File: src/sv/lmsb_pkg.sv
// ----------------------------------------------------------------------------
// lmsb_pkg: shared types and constants
// Input and result word layouts, opcodes, register indexes and the queue
// entry passed from the front end to the back end.
// ----------------------------------------------------------------------------
package lmsb_pkg;

  localparam int PIX_W = 8;
  localparam int DIM_W = 11;
  localparam int RAD_W = 4;
  localparam int K_W   = 16;
  localparam int CFG_W = 16;
  localparam int IDX_W = 3;

  typedef enum logic {
    OP_PIXEL = 1'b0,
    OP_DRAIN = 1'b1
  } opcode_t;

  typedef enum logic [IDX_W-1:0] {
    REG_WIDTH  = 3'd0,
    REG_HEIGHT = 3'd1,
    REG_HX     = 3'd2,
    REG_HY     = 3'd3,
    REG_K      = 3'd4
  } reg_idx_t;

  typedef struct packed {
    logic       opcode;
    logic [7:0] pixel_value;
  } in_word_t;

  typedef struct packed {
    logic pixel_on;
    logic frame_last;
  } out_word_t;

  // front end to back end: a pixel to store and/or a result to produce
  typedef struct packed {
    logic        wr;
    logic [9:0]  wcol;
    logic [10:0] wrow;
    logic [7:0]  wval;
    logic        ev;
    logic [9:0]  ocol;
    logic [10:0] orow;
    logic        last;
  } job_t;

  // back end state machine
  typedef enum logic [2:0] {
    BE_IDLE,
    BE_READ,
    BE_ACC,
    BE_DIV,
    BE_SQRT,
    BE_CMP,
    BE_OUT
  } be_state_t;

endpackage

File: src/sv/lmsb_queue.sv
// ----------------------------------------------------------------------------
// lmsb_queue: short job queue
// Four-entry fifo decoupling classification from evaluation.
// ----------------------------------------------------------------------------
module lmsb_queue (
  input  logic           clk,
  input  logic           rst,
  input  logic           flush,
  input  logic           push,
  input  lmsb_pkg::job_t push_data,
  output logic           full,
  input  logic           pop,
  output logic           empty,
  output lmsb_pkg::job_t pop_data
);
  import lmsb_pkg::*;

  job_t       mem [4];
  logic [1:0] rp, wp;
  logic [2:0] cnt;

  assign full     = cnt == 3'd4;
  assign empty    = cnt == 3'd0;
  assign pop_data = mem[rp];

  // storage
  always_ff @(posedge clk) begin
    if (push) begin
      mem[wp] <= push_data;
    end
  end

  // pointers
  always_ff @(posedge clk) begin
    if (rst || flush) begin
      rp  <= '0;
      wp  <= '0;
      cnt <= '0;
    end else begin
      if (push) wp <= wp + 2'd1;
      if (pop) rp <= rp + 2'd1;
      cnt <= cnt + 3'(push) - 3'(pop);
    end
  end
endmodule

File: config.mk
export PLATFORM = sky130hd
export DESIGN_NAME = lmsb_queue
export DESIGN_NICKNAME = d
export VERILOG_FILES = /design/src/sv/lmsb_pkg.sv /design/src/sv/lmsb_queue.sv
export SDC_FILE = /design/constraint.sdc
export NUM_CORES = 1
export LEC_CHECK = 0
export BUFFER_PORTS_ARGS = -buffer_cell sky130_fd_sc_hd__buf_2
export CORE_MARGIN = 1
export CORE_UTILIZATION = 35
export CTS_BUF_LIST = sky130_fd_sc_hd__clkbuf_8
export CTS_CLUSTER_DIAMETER = 120
export DETAILED_ROUTE_END_ITERATION = 7
export SLEW_MARGIN = 20
export SYNTH_ARGS = -nofsm -noshare
export SYNTH_HDL_FRONTEND = slang
export SYNTH_SLANG_ARGS = --single-unit
File: constraint.sdc
create_clock -name clk -period 2.02 [get_ports clk]
set_input_delay 0.404 -clock clk [delete_from_list [all_inputs] [get_ports clk]]
set_output_delay 0.404 -clock clk [all_outputs]
set_load 0.03 [all_outputs]
Yosys cells after proc, flatten, opt, wreduce, memory -nomap -nowiden

Memories as Yosys holds them, arrays and structs flattened. A register that Yosys moved wholly into a read port is not among the register bits.
Index checks and enable logic that the tools add are counted.

Register bits after elaboration: 7
RAM bits: 212
Input bits: 58
Output and inout port bits: 55
Word-level logic and storage cells: 15
Memories: 1

$add $sub $neg: 4
Eq/ne operators: 1
Muxes and demuxes: 4
Reductions and logical operators: 2

Memories:

| memory | depth | width | read ports | clocked after Yosys merged registers in | wr ports | RTL line         | source |
|---|---|---|---|---|---|---|---|
| mem    | 4     | 53    | 1          | 1                                       | 1        | lmsb_queue.sv:18 | `job_t mem [4];` |

Operators by type and width:

| operator            | number |
|---|---|
| $add 2x1->2 const B | 2 |
| $mux 2              | 2 |
| $add 3x1->3         | 1 |
| $eq 3x3->1 const B  | 1 |
| $logic_not 3->1     | 1 |
| $sub 3x1->3         | 1 |
| $mux 1              | 2 |
| $logic_or 1x1->1    | 1 |

Depth between registers and ports, before layout

Word-level depth: 3
Gate-level depth with buffers: 7

Worst setup path after synthesis

No wires, ideal clock.

Kind: register -> register
Start point: reg wp[0]
End point: mem mem[2][0] (netlist bit), enable pin
Setup time: 416 ps
Arrival time: 1802 ps
Data required time: 1604 ps
Setup slack: -198 ps
Cell stages (with the launch flop): 4
Cells stage by stage: dfxtp_1 inv_1 ha_1 and2_1

RTL lines:

| element                | RTL line         | source |
|---|---|---|
| start, declared        | lmsb_queue.sv:19 | `logic [1:0] rp, wp;` |
| start signal, assigned | lmsb_queue.sv:40 | `if (push) wp <= wp + 2'd1;` |
| end, declared          | lmsb_queue.sv:18 |  |

Straight into the memory's write port.

==> reports/summary.md <==
Average vias per placed instance: 4.617. The logs give 0.002172 W for the net switching power and 0.6400 for the placer congestion estimate. The final hold slack was 0.1130 ns.

In this run the most critical hold path is launched from push_data[18]. The number of cells on the worst hold path is 1, and the count of buffers from port buffering is 112. The count of unresolved DRC violations after routing is 0, and the worst clock skew is 0.01682 ns. Category of the worst setup path launch point: a flip-flop.

The first routing iteration left 154 violations. Timing analysis after detailed placement gives a worst setup slack of 0.08714 ns. The internal power of the cells totals 0.007612 W.

The run gives 0.8020 as the portion of the post-synthesis area used by sequential elements. At the worst endpoint, the arrival time is 1.91 ns. The number of filler instances in the final layout came out at 1929.

The run gives 0.0003580 V as the highest ir drop seen on vdd. The run gives 0.094 as the share of power burned in combinational logic. For the worst setup path, the data required time is 1.62 ns. In this run the power density over the cells is 941.2 nW/um^2.

Largest area contributor in the netlist: sky130_fd_sc_hd__edfxtp_1. The sequential power share came out at 0.529. The tools report the final wirelength as 15500 um. By area the synthesized netlist is led by sky130_fd_sc_hd__edfxtp_1 78%, sky130_fd_sc_hd__mux4_2 14%, sky130_fd_sc_hd__dfxtp_1 2.2%, sky130_fd_sc_hd__buf_12 1.2%, sky130_fd_sc_hd__mux4_1 0.97%.

113 I/O pins were placed. The post-synthesis average cell area is 25.27 um^2. The class of the most critical setup path is flip-flop to output pin. The post-synth design cell area came out at 8163 um^2. The share of flip-flops with an asynchronous set or reset was 0.

The worst reg-to-reg path cell count was 7. Initial antenna violation count: 2. The floorplan has 55 rows. Yosys mapped a number of flops with a built-in enable equal to 212. For the final-report hold violation count, the log shows 0. The worst register-to-register path begins at cnt[0].

The flow ran to the end, but the final reports show violations. The H-tree was split into 2 levels. Yosys printed 0 warnings. The checks that failed: negative setup slack. Synthesis produced a netlist whose cell count is 323. The tools report the maximum clock path buffer count as 3. Among all flip-flop cells after synthesis, the most frequent one is sky130_fd_sc_hd__edfxtp_1. The final count of pins violating max slew was 0. Yosys instantiated no cell more often than sky130_fd_sc_hd__edfxtp_1. The logs give 388 for the number of nets produced by synthesis and 22 for the count of different cell masters after synthesis. The area of the core was 22780 um^2; the area added between synthesis and finish was 27.36%.

The proportion of layout cells with a drive suffix above 1 was 0.4744. The peak fanout along the critical path was 6. Once detail routing completed, the nets flagged for antenna violations numbered 0. Die height: 154.7 um. Setup repair after global routing could not meet its margin everywhere. STA classifies the critical path endpoint as an output pin.

The per-cell routed wire length came out at 18.86 um. The endpoint of the worst hold-timing path was mem[1][18]. The met3 usage was 0.04203. Measured along the x axis, the die boundary spans 154.7 um. The area share of the largest cell type after synthesis is 0.7799. Worst reg2reg path endpoint: cnt[2]. Derived from the worst setup path, the maximum achievable clock frequency is 432.1 MHz. The clock share of power is 0.377. The net switching fraction of the power works out to 0.2220.

The final cell utilization of the core was 0.4564; the largest net degree at the start of global routing was 33. The aggregate global-route resource usage was 0.1336; the clock-pin transition on the worst setup and hold timing paths was 0.06 ns. The worst min-delay path category was input port to flip-flop. Tightest slew margin relative to the limit: 0.7327. The max capacitance violation total is 0, and the flip-flop and latch count after synthesis is 221. TritonCTS built the clock tree. For this design, the sink count on the clock tree is 221. Number of global-route vias before repair: 4212.

Library cell used as clock root buffer: sky130_fd_sc_hd__clkbuf_8. The part of the cycle the worst path needs is 1.146. Summing all flip-flop and latch instances after layout gives 6551 um^2. The starting utilization of the core area was 0.3584; the final setup violation count was 53. The placed wire-length estimate is 8685 um, and the final critical-path required period is 2.315 ns. For the multi-input combinational cell area, the log shows 1436 um^2.

The number of buffers added by the clock tree synthesis step is 37, and the total die area is 23940 um^2. Sorting the synthesized cells by how often they occur yields 212 x sky130_fd_sc_hd__edfxtp_1, 50 x sky130_fd_sc_hd__mux4_2, 9 x sky130_fd_sc_hd__dfxtp_1. The via count is 3795, and the actual slew at the worst max-slew pin is 0.4009 ns.

After global routing, the most crowded layer is met2. The final layout contains 549 nets. Across all register-to-register paths, the minimum setup slack is 0.28 ns. The first detailed-routing pass took 4 iterations. The clock reaches the later pin of the worst-skew pair after 0.50 ns. The leakage power of the design is 3.556 nW. The met1 capacity usage during global routing is 0.1647, and the final critical-path setup slack is -0.2945 ns. The met2 layer usage reported by global route was 0.2230. The hold-fix buffer count after cts was 0. The first global-routing pass estimated 23560 um of wire. The total overflow left after global routing is 0.
-- critical path, cell delays in order, from the launching register on --
cell	delay (ns)
sky130_fd_sc_hd__dfxtp_4	0.37
sky130_fd_sc_hd__buf_12	0.11
sky130_fd_sc_hd__buf_12	0.11
sky130_fd_sc_hd__buf_16	0.14
sky130_fd_sc_hd__mux4_2	0.52
sky130_fd_sc_hd__buf_6	0.16
-- cells by family (layout without fill, tap and decap cells) --
family / count (synthesis) / after routing / share of synthesized area
AO/OA/AOI/OAI: 2 / 2 / 0.001839
buffers and inverters: 21 / 206 / 0.02131
flip-flops: 221 / 221 / 0.8020
XOR/XNOR: 3 / 3 / 0.005058
other: 0 / 1 / 0
AND/OR/NAND/NOR: 15 / 15 / 0.009351
multiplexers: 54 / 54 / 0.1488
adder cells (fa/ha/maj): 7 / 7 / 0.01165
-- power groups by stage --
| stage | logic [W] | registers (W) | clock network (W) |
|---|---|---|---|
| floorplan | 0.000492 | 0.00527 | 0 |
| global placement | 0.000733 | 0.00527 | 0 |
| detailed placement | 0.000748 | 0.00528 | 0 |
| CTS | 0.000946 | 0.00518 | 0.00382 |
| global route | 0.000977 | 0.00519 | 0.00400 |
| finish | 0.000919 | 0.00518 | 0.00369 |
-- placed cells by master, fill, tap and decap left out, types with 3 or more instances in the layout --
master	instances
sky130_fd_sc_hd__clkbuf_8	39
sky130_fd_sc_hd__edfxtp_1	212
sky130_fd_sc_hd__ha_1	6
sky130_fd_sc_hd__clkinv_2	4
sky130_fd_sc_hd__buf_6	53
sky130_fd_sc_hd__buf_2	59
sky130_fd_sc_hd__buf_16	3
sky130_fd_sc_hd__and2_2	4
sky130_fd_sc_hd__mux4_2	53
sky130_fd_sc_hd__buf_12	12
sky130_fd_sc_hd__dfxtp_1	7
sky130_fd_sc_hd__nor2_1	7
sky130_fd_sc_hd__clkinv_1	10
sky130_fd_sc_hd__buf_4	6
sky130_fd_sc_hd__inv_1	16
-- layer usage --
layer	up-vias	wire (um)
li1	1684	-
met1	1965	6582
met2	110	7637
met3	34	943
met4	2	323
met5	-	13
-- layout make-up --
class,count,share of cell area
sequential,221,0.6302
multi-input combinational,81,0.1382
timing repair buffer,135,0.1250
clock buffer,39,0.05163
tap,313,0.03767
clock inverter,24,0.01420
inverter,8,0.002888
antenna,1,0.0002407
-- registers in the layout (all words and copies together), names as in the netlist, named ones only --
name and count:
cnt 3, mem 212, rp 2, wp 2
-- timing repair --
item | CTS | global route
buffers inserted | 6 | 0
resized for setup | 119 | 0
gates cloned | 5 | 1
setup endpoints to repair | 53 | 53
hold endpoints to repair | 0 | 0
pin swaps | 0 | 0
-- metrics by stage --
step	area, um^2	total power, W	cells	TNS [ns]
final	10400	0.009785	822	-12.50
after global routing	10390	0.01017	821	-16.72
after CTS	10420	0.009946	822	-15.74
after floorplan	8168	0.005761	323	0
after global placement	9191	0.006002	748	0
after detailed placement	9191	0.006026	748	0
-- worst max-delay path by stage --
| stage | startpoint | endpoint | slack [ns] |
|---|---|---|---|
| floorplan | pop | cnt[2] | 0.29 |
| global placement | pop | cnt[2] | 0.12 |
| detailed placement | pop | cnt[2] | 0.09 |
| CTS | flip-flop | pop_data[45] | -0.34 |
| global route | flip-flop | pop_data[23] | -0.36 |
| finish | flip-flop | pop_data[45] | -0.29 |
Note: power is estimated with default switching activity, not from simulation.
