--- src/sv/lmsb_pkg.sv ---
// ----------------------------------------------------------------------------
// lmsb_pkg: shared types and constants
// Input and result word layouts, opcodes, register indexes and the queue
// entry passed from the front end to the back end.
// ----------------------------------------------------------------------------
package lmsb_pkg;

  localparam int PIX_W = 8;
  localparam int DIM_W = 11;
  localparam int RAD_W = 4;
  localparam int K_W   = 16;
  localparam int CFG_W = 16;
  localparam int IDX_W = 3;

  typedef enum logic {
    OP_PIXEL = 1'b0,
    OP_DRAIN = 1'b1
  } opcode_t;

  typedef enum logic [IDX_W-1:0] {
    REG_WIDTH  = 3'd0,
    REG_HEIGHT = 3'd1,
    REG_HX     = 3'd2,
    REG_HY     = 3'd3,
    REG_K      = 3'd4
  } reg_idx_t;

  typedef struct packed {
    logic       opcode;
    logic [7:0] pixel_value;
  } in_word_t;

  typedef struct packed {
    logic pixel_on;
    logic frame_last;
  } out_word_t;

  // front end to back end: a pixel to store and/or a result to produce
  typedef struct packed {
    logic        wr;
    logic [9:0]  wcol;
    logic [10:0] wrow;
    logic [7:0]  wval;
    logic        ev;
    logic [9:0]  ocol;
    logic [10:0] orow;
    logic        last;
  } job_t;

  // back end state machine
  typedef enum logic [2:0] {
    BE_IDLE,
    BE_READ,
    BE_ACC,
    BE_DIV,
    BE_SQRT,
    BE_CMP,
    BE_OUT
  } be_state_t;

endpackage

--- src/sv/lmsb_front.sv ---
// ----------------------------------------------------------------------------
// lmsb_front: position tracking and classification
// Counts input and output raster positions, decides for each accepted word
// whether it stores a pixel and whether it releases a result.
// ----------------------------------------------------------------------------
module lmsb_front (
  input  logic                clk,
  input  logic                rst,
  input  logic                restart,
  input  logic [10:0]         w,
  input  logic [10:0]         h,
  input  logic [3:0]          hx,
  input  logic [3:0]          hy,
  input  logic                in_valid,
  output logic                in_ready,
  input  lmsb_pkg::in_word_t  in_data,
  output logic                q_push,
  input  logic                q_full,
  output lmsb_pkg::job_t      q_data
);
  import lmsb_pkg::*;

  logic [9:0]  icol, ocol;
  logic [10:0] irow, orow;
  logic        idone;
  logic [20:0] recv, emit, lag, total;
  logic        wr, ev, last, acc;

  assign in_ready = !q_full;
  assign acc      = in_valid && in_ready;

  // counts in raster order
  always_comb begin
    total = 21'(w) * 21'(h);
    recv  = idone ? total : 21'(irow) * 21'(w) + 21'(icol);
    emit  = 21'(orow) * 21'(w) + 21'(ocol);
    lag   = 21'(hy) * 21'(w) + 21'(hx);
    wr    = (in_data.opcode == OP_PIXEL) && !idone;
    // received after this word's store
    ev    = idone || (recv + 21'(wr) >= emit + lag + 21'd1) ||
            (wr && ({1'b0, icol} == w - 11'd1) && (irow == h - 11'd1));
    last  = (orow == h - 11'd1) && ({1'b0, ocol} == w - 11'd1);
  end

  assign q_push = acc && (wr || ev);
  always_comb begin
    q_data      = '0;
    q_data.wr   = wr;
    q_data.wcol = icol;
    q_data.wrow = irow;
    q_data.wval = in_data.pixel_value;
    q_data.ev   = ev;
    q_data.ocol = ocol;
    q_data.orow = orow;
    q_data.last = last;
  end

  // position registers
  always_ff @(posedge clk) begin
    if (rst || restart) begin
      icol  <= '0;
      irow  <= '0;
      ocol  <= '0;
      orow  <= '0;
      idone <= 1'b0;
    end else if (acc) begin
      if (ev && last) begin
        icol  <= '0;
        irow  <= '0;
        ocol  <= '0;
        orow  <= '0;
        idone <= 1'b0;
      end else begin
        if (wr) begin
          if ({1'b0, icol} == w - 11'd1) begin
            icol <= '0;
            if (irow == h - 11'd1) begin
              irow  <= '0;
              idone <= 1'b1;
            end else begin
              irow <= irow + 11'd1;
            end
          end else begin
            icol <= icol + 10'd1;
          end
        end
        if (ev) begin
          if ({1'b0, ocol} == w - 11'd1) begin
            ocol <= '0;
            orow <= orow + 11'd1;
          end else begin
            ocol <= ocol + 10'd1;
          end
        end
      end
    end
  end
endmodule

--- config.mk ---
export PLATFORM = sky130hd
export DESIGN_NAME = lmsb_front
export DESIGN_NICKNAME = d
export VERILOG_FILES = /design/src/sv/lmsb_pkg.sv /design/src/sv/lmsb_front.sv
export SDC_FILE = /design/constraint.sdc
export NUM_CORES = 1
export LEC_CHECK = 0
export ABC_AREA = 1
export BUFFER_PORTS_ARGS = -buffer_cell sky130_fd_sc_hd__buf_2
export CORE_ASPECT_RATIO = 1.2
export CORE_MARGIN = 4
export CORE_UTILIZATION = 40
export CTS_CLUSTER_SIZE = 12
export DETAILED_ROUTE_END_ITERATION = 10
export PLACE_DENSITY = 0.65
export SLEW_MARGIN = 20
export SYNTH_ARGS = -nofsm -noshare
export SYNTH_HDL_FRONTEND = slang
export SYNTH_SLANG_ARGS = --single-unit
export TNS_END_PERCENT = 50
--- constraint.sdc ---
create_clock -name clk -period 17.1 [get_ports clk]
set_input_delay 2.565 -clock clk [delete_from_list [all_inputs] [get_ports clk]]
set_output_delay 2.565 -clock clk [all_outputs]
set_load 0.01 [all_outputs]
After elaboration in Yosys (flattened, before gate mapping)
Index checks and enable logic that the tools add are counted.
{"block": "totals", "ff_bits": 43, "out_inout_bits": 55}
{"block": "classes", "add_sub_neg": 12, "mul": 4, "n_lt_le_gt_ge": 1, "n_eq_ne": 4, "mux": 18, "bitwise": 1, "reduce_logical": 23}
{"cell": "11-bit 2-to-1 mux", "count": 7}
{"cell": "11-bit by 11-bit multiplier with 21-bit output", "count": 3}
{"cell": "10-bit 2-to-1 mux", "count": 6}
{"cell": "21-bit by 10-bit adder with 21-bit output", "count": 2}
{"cell": "11-bit by 1-bit adder with 11-bit output, second input constant", "count": 2}
{"cell": "10-bit by 11-bit == test with 1-bit output", "count": 2}
{"cell": "11-bit == test", "count": 2}
{"cell": "11-bit by 1-bit subtractor with 11-bit output, second input constant", "count": 2}
{"cell": "21-bit by 1-bit adder with 21-bit output", "count": 1}
{"cell": "21-bit by 1-bit adder with 21-bit output, second input constant", "count": 1}
{"cell": "21-bit by 16-bit adder with 21-bit output", "count": 1}
{"cell": "21-bit >= comparator", "count": 1}
{"cell": "21-bit 2-to-1 mux", "count": 1}
{"cell": "10-bit by 1-bit adder with 10-bit output, second input constant", "count": 2}
{"cell": "15-bit by 4-bit adder with 16-bit output", "count": 1}
{"cell": "4-bit by 11-bit multiplier with 15-bit output", "count": 1}
{"cell": "2-bit nonzero test", "count": 5}
{"cell": "1-bit logical AND", "count": 7}
{"cell": "3-bit AND reduction", "count": 2}
{"cell": "1-bit logical OR", "count": 4}
{"cell": "1-bit 2-to-1 mux", "count": 4}
{"cell": "2-bit AND reduction", "count": 2}
{"cell": "4-bit AND reduction", "count": 1}
{"cell": "1-bit logical NOT", "count": 2}
{"cell": "1-bit inverter", "count": 1}

Depth between registers and ports, before layout
{"block": "logic_depth", "depth_word": 10, "depth_mapped": 47, "depth_no_buf": 44}

Least setup slack after synthesis
OpenSTA, ideal clock, no wires.
{"block": "synth_path", "path_type": "in2out", "start": "in w[3]", "end": "out q_push", "arrival_time_ns": 9.395, "t_required_ns": 14.535, "setup_slack_ns": 5.140, "path_stages": 35, "cell_sequence": "buf_6 > clkbuf_1 > clkbuf_1 > nand2_1 > fa_1 > inv_1 > fa_1 > inv_1 > fa_1 > inv_1 > fa_1 > inv_1 > fa_1 > fa_1 > inv_1 > ha_1 > nand2_1 > o21ai_0 > a21oi_1 > o21ai_0 > a31oi_1 > o21ai_0 > nand3_1 > nand2_1 > xor2_1 > ha_1 > nand2_1 > inv_1 > o21ai_0 > nand3_1 > a41oi_1 > and3_1 > nand2_8 > o21ai_0 > inv_1"}
{"block": "synth_between", "elab_chain_cells": 9, "elab_cells_between_ends": 20, "cone_classes": "add/sub: 7; mul: 4; order compare: 1; eq/ne: 1; mux: 1; reduce/logical: 6"}
{"item": "from (decl)", "line_no": "lmsb_front.sv:10", "rtl": "input logic [10:0] w,"}
{"item": "11-bit by 11-bit multiplier with 21-bit output, or another cell as far along", "line_no": "lmsb_front.sv:36", "rtl": "emit = 21'(orow) * 21'(w) + 21'(ocol);"}
{"item": "21-bit by 10-bit adder with 21-bit output, or another cell as far along", "line_no": "lmsb_front.sv:36"}
{"item": "21-bit by 16-bit adder with 21-bit output / 21-bit 2-to-1 mux (equally long branches)", "line_no": "lmsb_front.sv:40, lmsb_front.sv:35"}
{"item": "21-bit by 1-bit adder with 21-bit output", "line_no": "lmsb_front.sv:40", "rtl": "ev = idone || (recv + 21'(wr) >= emit + lag + 21'd1) ||"}
{"item": "21-bit >= comparator", "line_no": "lmsb_front.sv:40"}
{"item": "1-bit logical OR", "line_no": "lmsb_front.sv:40"}
{"item": "1-bit logical OR (*)", "line_no": "lmsb_front.sv:40"}
{"item": "named net ev", "line_no": "lmsb_front.sv:27", "rtl": "logic wr, ev, last, acc;"}
{"item": "1-bit logical OR (*)", "line_no": "lmsb_front.sv:45", "rtl": "assign q_push = acc && (wr || ev);"}
{"item": "1-bit logical AND (*)", "line_no": "lmsb_front.sv:45"}
{"item": "to (decl)", "line_no": "lmsb_front.sv:17", "rtl": "output logic q_push,"}
The timed path passes the listed nets; every way through them passes the cells marked *.

Worst setup path after layout
{"block": "layout_path", "start": "in w[3]", "end": "out q_push"}
{"block": "layout_between", "elab_chain_cells": 9, "elab_cells_between_ends": 20, "cone_classes": "add/sub: 7; mul: 4; order compare: 1; eq/ne: 1; mux: 1; reduce/logical: 6"}
{"item": "11-bit by 11-bit multiplier with 21-bit output, or another cell as far along", "line_no": "lmsb_front.sv:36"}
{"item": "21-bit by 10-bit adder with 21-bit output, or another cell as far along", "line_no": "lmsb_front.sv:36"}
{"item": "21-bit by 16-bit adder with 21-bit output / 21-bit 2-to-1 mux (equally long branches)", "line_no": "lmsb_front.sv:40, lmsb_front.sv:35"}
{"item": "21-bit by 1-bit adder with 21-bit output", "line_no": "lmsb_front.sv:40"}
{"item": "21-bit >= comparator", "line_no": "lmsb_front.sv:40"}
{"item": "1-bit logical OR", "line_no": "lmsb_front.sv:40"}
{"item": "1-bit logical OR (*)", "line_no": "lmsb_front.sv:40"}
{"item": "1-bit logical OR (*)", "line_no": "lmsb_front.sv:45"}
{"item": "1-bit logical AND (*)", "line_no": "lmsb_front.sv:45"}
Every way passes the cells marked *; elsewhere a longest branch is shown, timed or not.

==> flow_summary.rst <==
.. list-table::
   :header-rows: 1

   * - Metric
     - Value
   * - Port bufs
     - 82
   * - Slew at the pin with the worst max-slew slack
     - 998 ps
   * - Met2 track utilization from global routing
     - 39.7%
   * - Clock network latency to the later pin of the worst-skew pair
     - 310 ps
   * - Detailed-route vias per instance
     - 5.01
   * - Multi-input gate area
     - 16200 um^2
   * - Max-cap violations
     - 0
   * - Type of the tightest min-delay check
     - flop to flop
   * - Critical path startpoint category
     - input pin
   * - Arrival @ worst endpoint
     - 10400 ps
   * - Core ar.
     - 50400 um^2
   * - Global routing usage on met1
     - 26.4%
   * - Via count of the first global-routing pass
     - 18531
   * - Layer carrying the most global-route usage
     - met2
   * - Ports
     - 99
   * - Share of the core filled with cells in the final layout
     - 42.7%
   * - Mapped cell area
     - 20500 um^2
   * - Total track usage
     - 21.4%
   * - DRC
     - 0
   * - Slowest cell delay on critical path
     - 720 ps
   * - Kind of capture point of the worst setup path
     - output port
   * - Final weighted congestion in routability-driven placement
     - 0.953
   * - Clock Skew
     - 16.3 ps
   * - Leading cell types in the layout, fill and taps excluded
     - 816 x sky130_fd_sc_hd__nand2_1, 778 x sky130_fd_sc_hd__inv_1, 305 x sky130_fd_sc_hd__fa_1, 231 x sky130_fd_sc_hd__ha_1, 156 x sky130_fd_sc_hd__nor2_1
   * - Post-synthesis register bit count
     - 43
   * - Layout overhead on the synthesized area
     - 5.19%
   * - Maximum buffer depth of the clock tree
     - 2
   * - Outcome
     - complete, no violations
   * - Clock root buffer
     - sky130_fd_sc_hd__clkbuf_16
   * - Layout net count
     - 3602
   * - Max Slew Vio Count
     - 0
   * - Detailed-route wire length
     - 59000 um
   * - GRT Residual Overflow
     - 0
   * - HPWL after DPL
     - 47800 um
   * - Power Density
     - 49.4 nW/um^2
   * - Antenna violations before repair
     - 2
   * - CTS tree
     - yes
   * - Clock sink count
     - 43
   * - Master of the slowest instance on the critical path
     - sky130_fd_sc_hd__buf_2
   * - GRT met3 Usage
     - 1.65%
   * - Maximum frequency from static timing analysis
     - 77.1 MHz
   * - Sequential Area
     - 861 um^2
   * - Initial detailed-routing violation count
     - 1383
   * - Period minus WS final
     - 12970 ps
   * - Period Utilization, post-route
     - 75.8%
   * - Maximum ir drop on the vdd rail
     - 0.0872 mV
   * - Largest net degree at the start of global routing
     - 44
   * - Post-Place Cells
     - 3659
   * - Post-cts repair resize count
     - 0
   * - Number of enable-type register cells in the synthesized netlist
     - 0
   * - Overall die height
     - 256 um
   * - Fill count
     - 5377
   * - H-tree depth
     - 2
   * - Top FF cell, synth
     - sky130_fd_sc_hd__dfxtp_1
   * - Layout cell share with drive strength beyond 1
     - 5.62%
   * - Slew HR
     - 33.5%
   * - TritonRoute pass-1 iters
     - 8
   * - Final std cells w/o fill
     - 3668
   * - Count of final setup violators
     - 0
   * - Pleak
     - 12.8 nW
   * - Mean instance size in the synthesized netlist
     - 6.77 um^2
   * - Initial standard-cell utilization of the core
     - 40.6%
   * - Hold buffer count at cts
     - 0
   * - Synthesized netlist cell count
     - 3025
   * - Most common cell after layout, fill and taps aside
     - sky130_fd_sc_hd__nand2_1
   * - Summed negative setup slack over all endpoints
     - 0 ps
   * - Library cells used by synthesis
     - 54
   * - Total of warnings raised by yosys
     - 0
   * - Antenna Nets Post-Route
     - 0
   * - Final hold violations
     - 0
   * - Most used cell along the critical path
     - sky130_fd_sc_hd__inv_1
   * - Share of synthesized flip-flops with an asynchronous set or reset
     - 0%
   * - Type of the worst setup path
     - input pin to output port
   * - Total die area
     - 54900 um^2
   * - Mapped Nets
     - 3605
   * - Postcts setup bufs
     - 0
   * - Floorplan row count
     - 90
   * - Die Width
     - 215 um
   * - First-pass GRT wire length
     - 96500 um
   * - CTS clock-pin slew for the worst setup and hold paths
     - 60 ps
   * - Cts bufs inserted
     - 5
   * - Maximum fanout along the worst path
     - 43
   * - Sequential-to-total area share from yosys stat
     - 4.20%
   * - Routed wirelength normalized by instance count
     - 16.1 um
   * - WP data required
     - 14530 ps
   * - Fin Hold WS
     - 566 ps
   * - Vias
     - 18380
   * - RSZ-0062 raised after global routing
     - false
==> per-stage QoR <==
step | area, um^2 | setup WS [ps] | power (W)
floorplan | 20500 | 5140 | 0.000750
global placement | 21400 | 4200 | 0.000955
detailed placement | 21400 | 4110 | 0.000958
CTS | 21600 | 4100 | 0.00107
global route | 21600 | 3370 | 0.00121
finish | 21600 | 4130 | 0.00107
==> path summary, 6_finish.rpt <==
path,slack [ps],to,start,cells past startpoint
worst max-delay path,4130,q_push,w[3],34
worst min-delay path,570,icol[4]$_SDFFE_PP0P_,icol[4]$_SDFFE_PP0P_,2
worst max register to register,8580,ocol[2]$_SDFFE_PP0P_,orow[7]$_SDFFE_PP0P_,37
worst min register to register,570,icol[4]$_SDFFE_PP0P_,icol[4]$_SDFFE_PP0P_,2
==> area by class of cell <==
cell class,count,share of cell area (%)
well taps,644,3.74
clock buffers,5,0.580
clock inverters,3,0.110
repair buffers,109,2.84
inverters,786,13.7
diodes,1,0.0116
flip-flops and latches,43,3.99
multi-input cells,2077,75.0
==> metal layers <==
metal	vias up	routed length (um)
li1	8977	-
met3	104	2620
met5	-	0
met2	519	30400
met4	0	1950
met1	8780	24000
==> registers in the layout, indices dropped and copies added (netlist names) <==
register,flops
icol,10
ocol,10
idone,1
orow,11
irow,11
==> cell usage after synthesis (all sizes together) (4+ instances only) <==
| cell type | number | area [um^2] |
|---|---|---|
| a21o | 6 | 45.0 |
| a21oi | 106 | 534 |
| a31oi | 4 | 25.0 |
| buf | 36 | 195 |
| clkbuf | 83 | 312 |
| dfxtp | 43 | 861 |
| fa | 305 | 6110 |
| ha | 231 | 2890 |
| inv | 784 | 2950 |
| nand2 | 828 | 3210 |
| nand3 | 149 | 781 |
| nand3b | 12 | 90.1 |
| nand4 | 43 | 269 |
| nor2 | 173 | 717 |
| nor3 | 33 | 175 |
| nor3b | 5 | 37.5 |
| nor4 | 12 | 75.1 |
| o211ai | 5 | 37.5 |
| o21ai | 65 | 337 |
| o21bai | 6 | 45.0 |
| or2 | 7 | 43.8 |
| xnor2 | 21 | 184 |
| xor2 | 50 | 445 |
==> critical path: cells and delay by family <==
kind	cells	cell delay, ps
simple gates	8	1160
buf+inv	9	1200
compound gates	8	1640
xor+xnor	1	150
fa+ha+maj	8	3650
==> logic make-up after synthesis <==
logic type | synth area share [%]
buf+inv | 16.9
flops | 4.20
compound gates | 5.55
fa+ha+maj | 43.9
simple gates | 26.4
xor+xnor | 3.07
==> report_power, final <==
part,switching (W),internal (W)
registers,0.000000222,0.000100
logic,0.000552,0.000309
clock network,0.0000496,0.0000549
total,0.000601,0.000464
(Power assumes the default switching activity.)
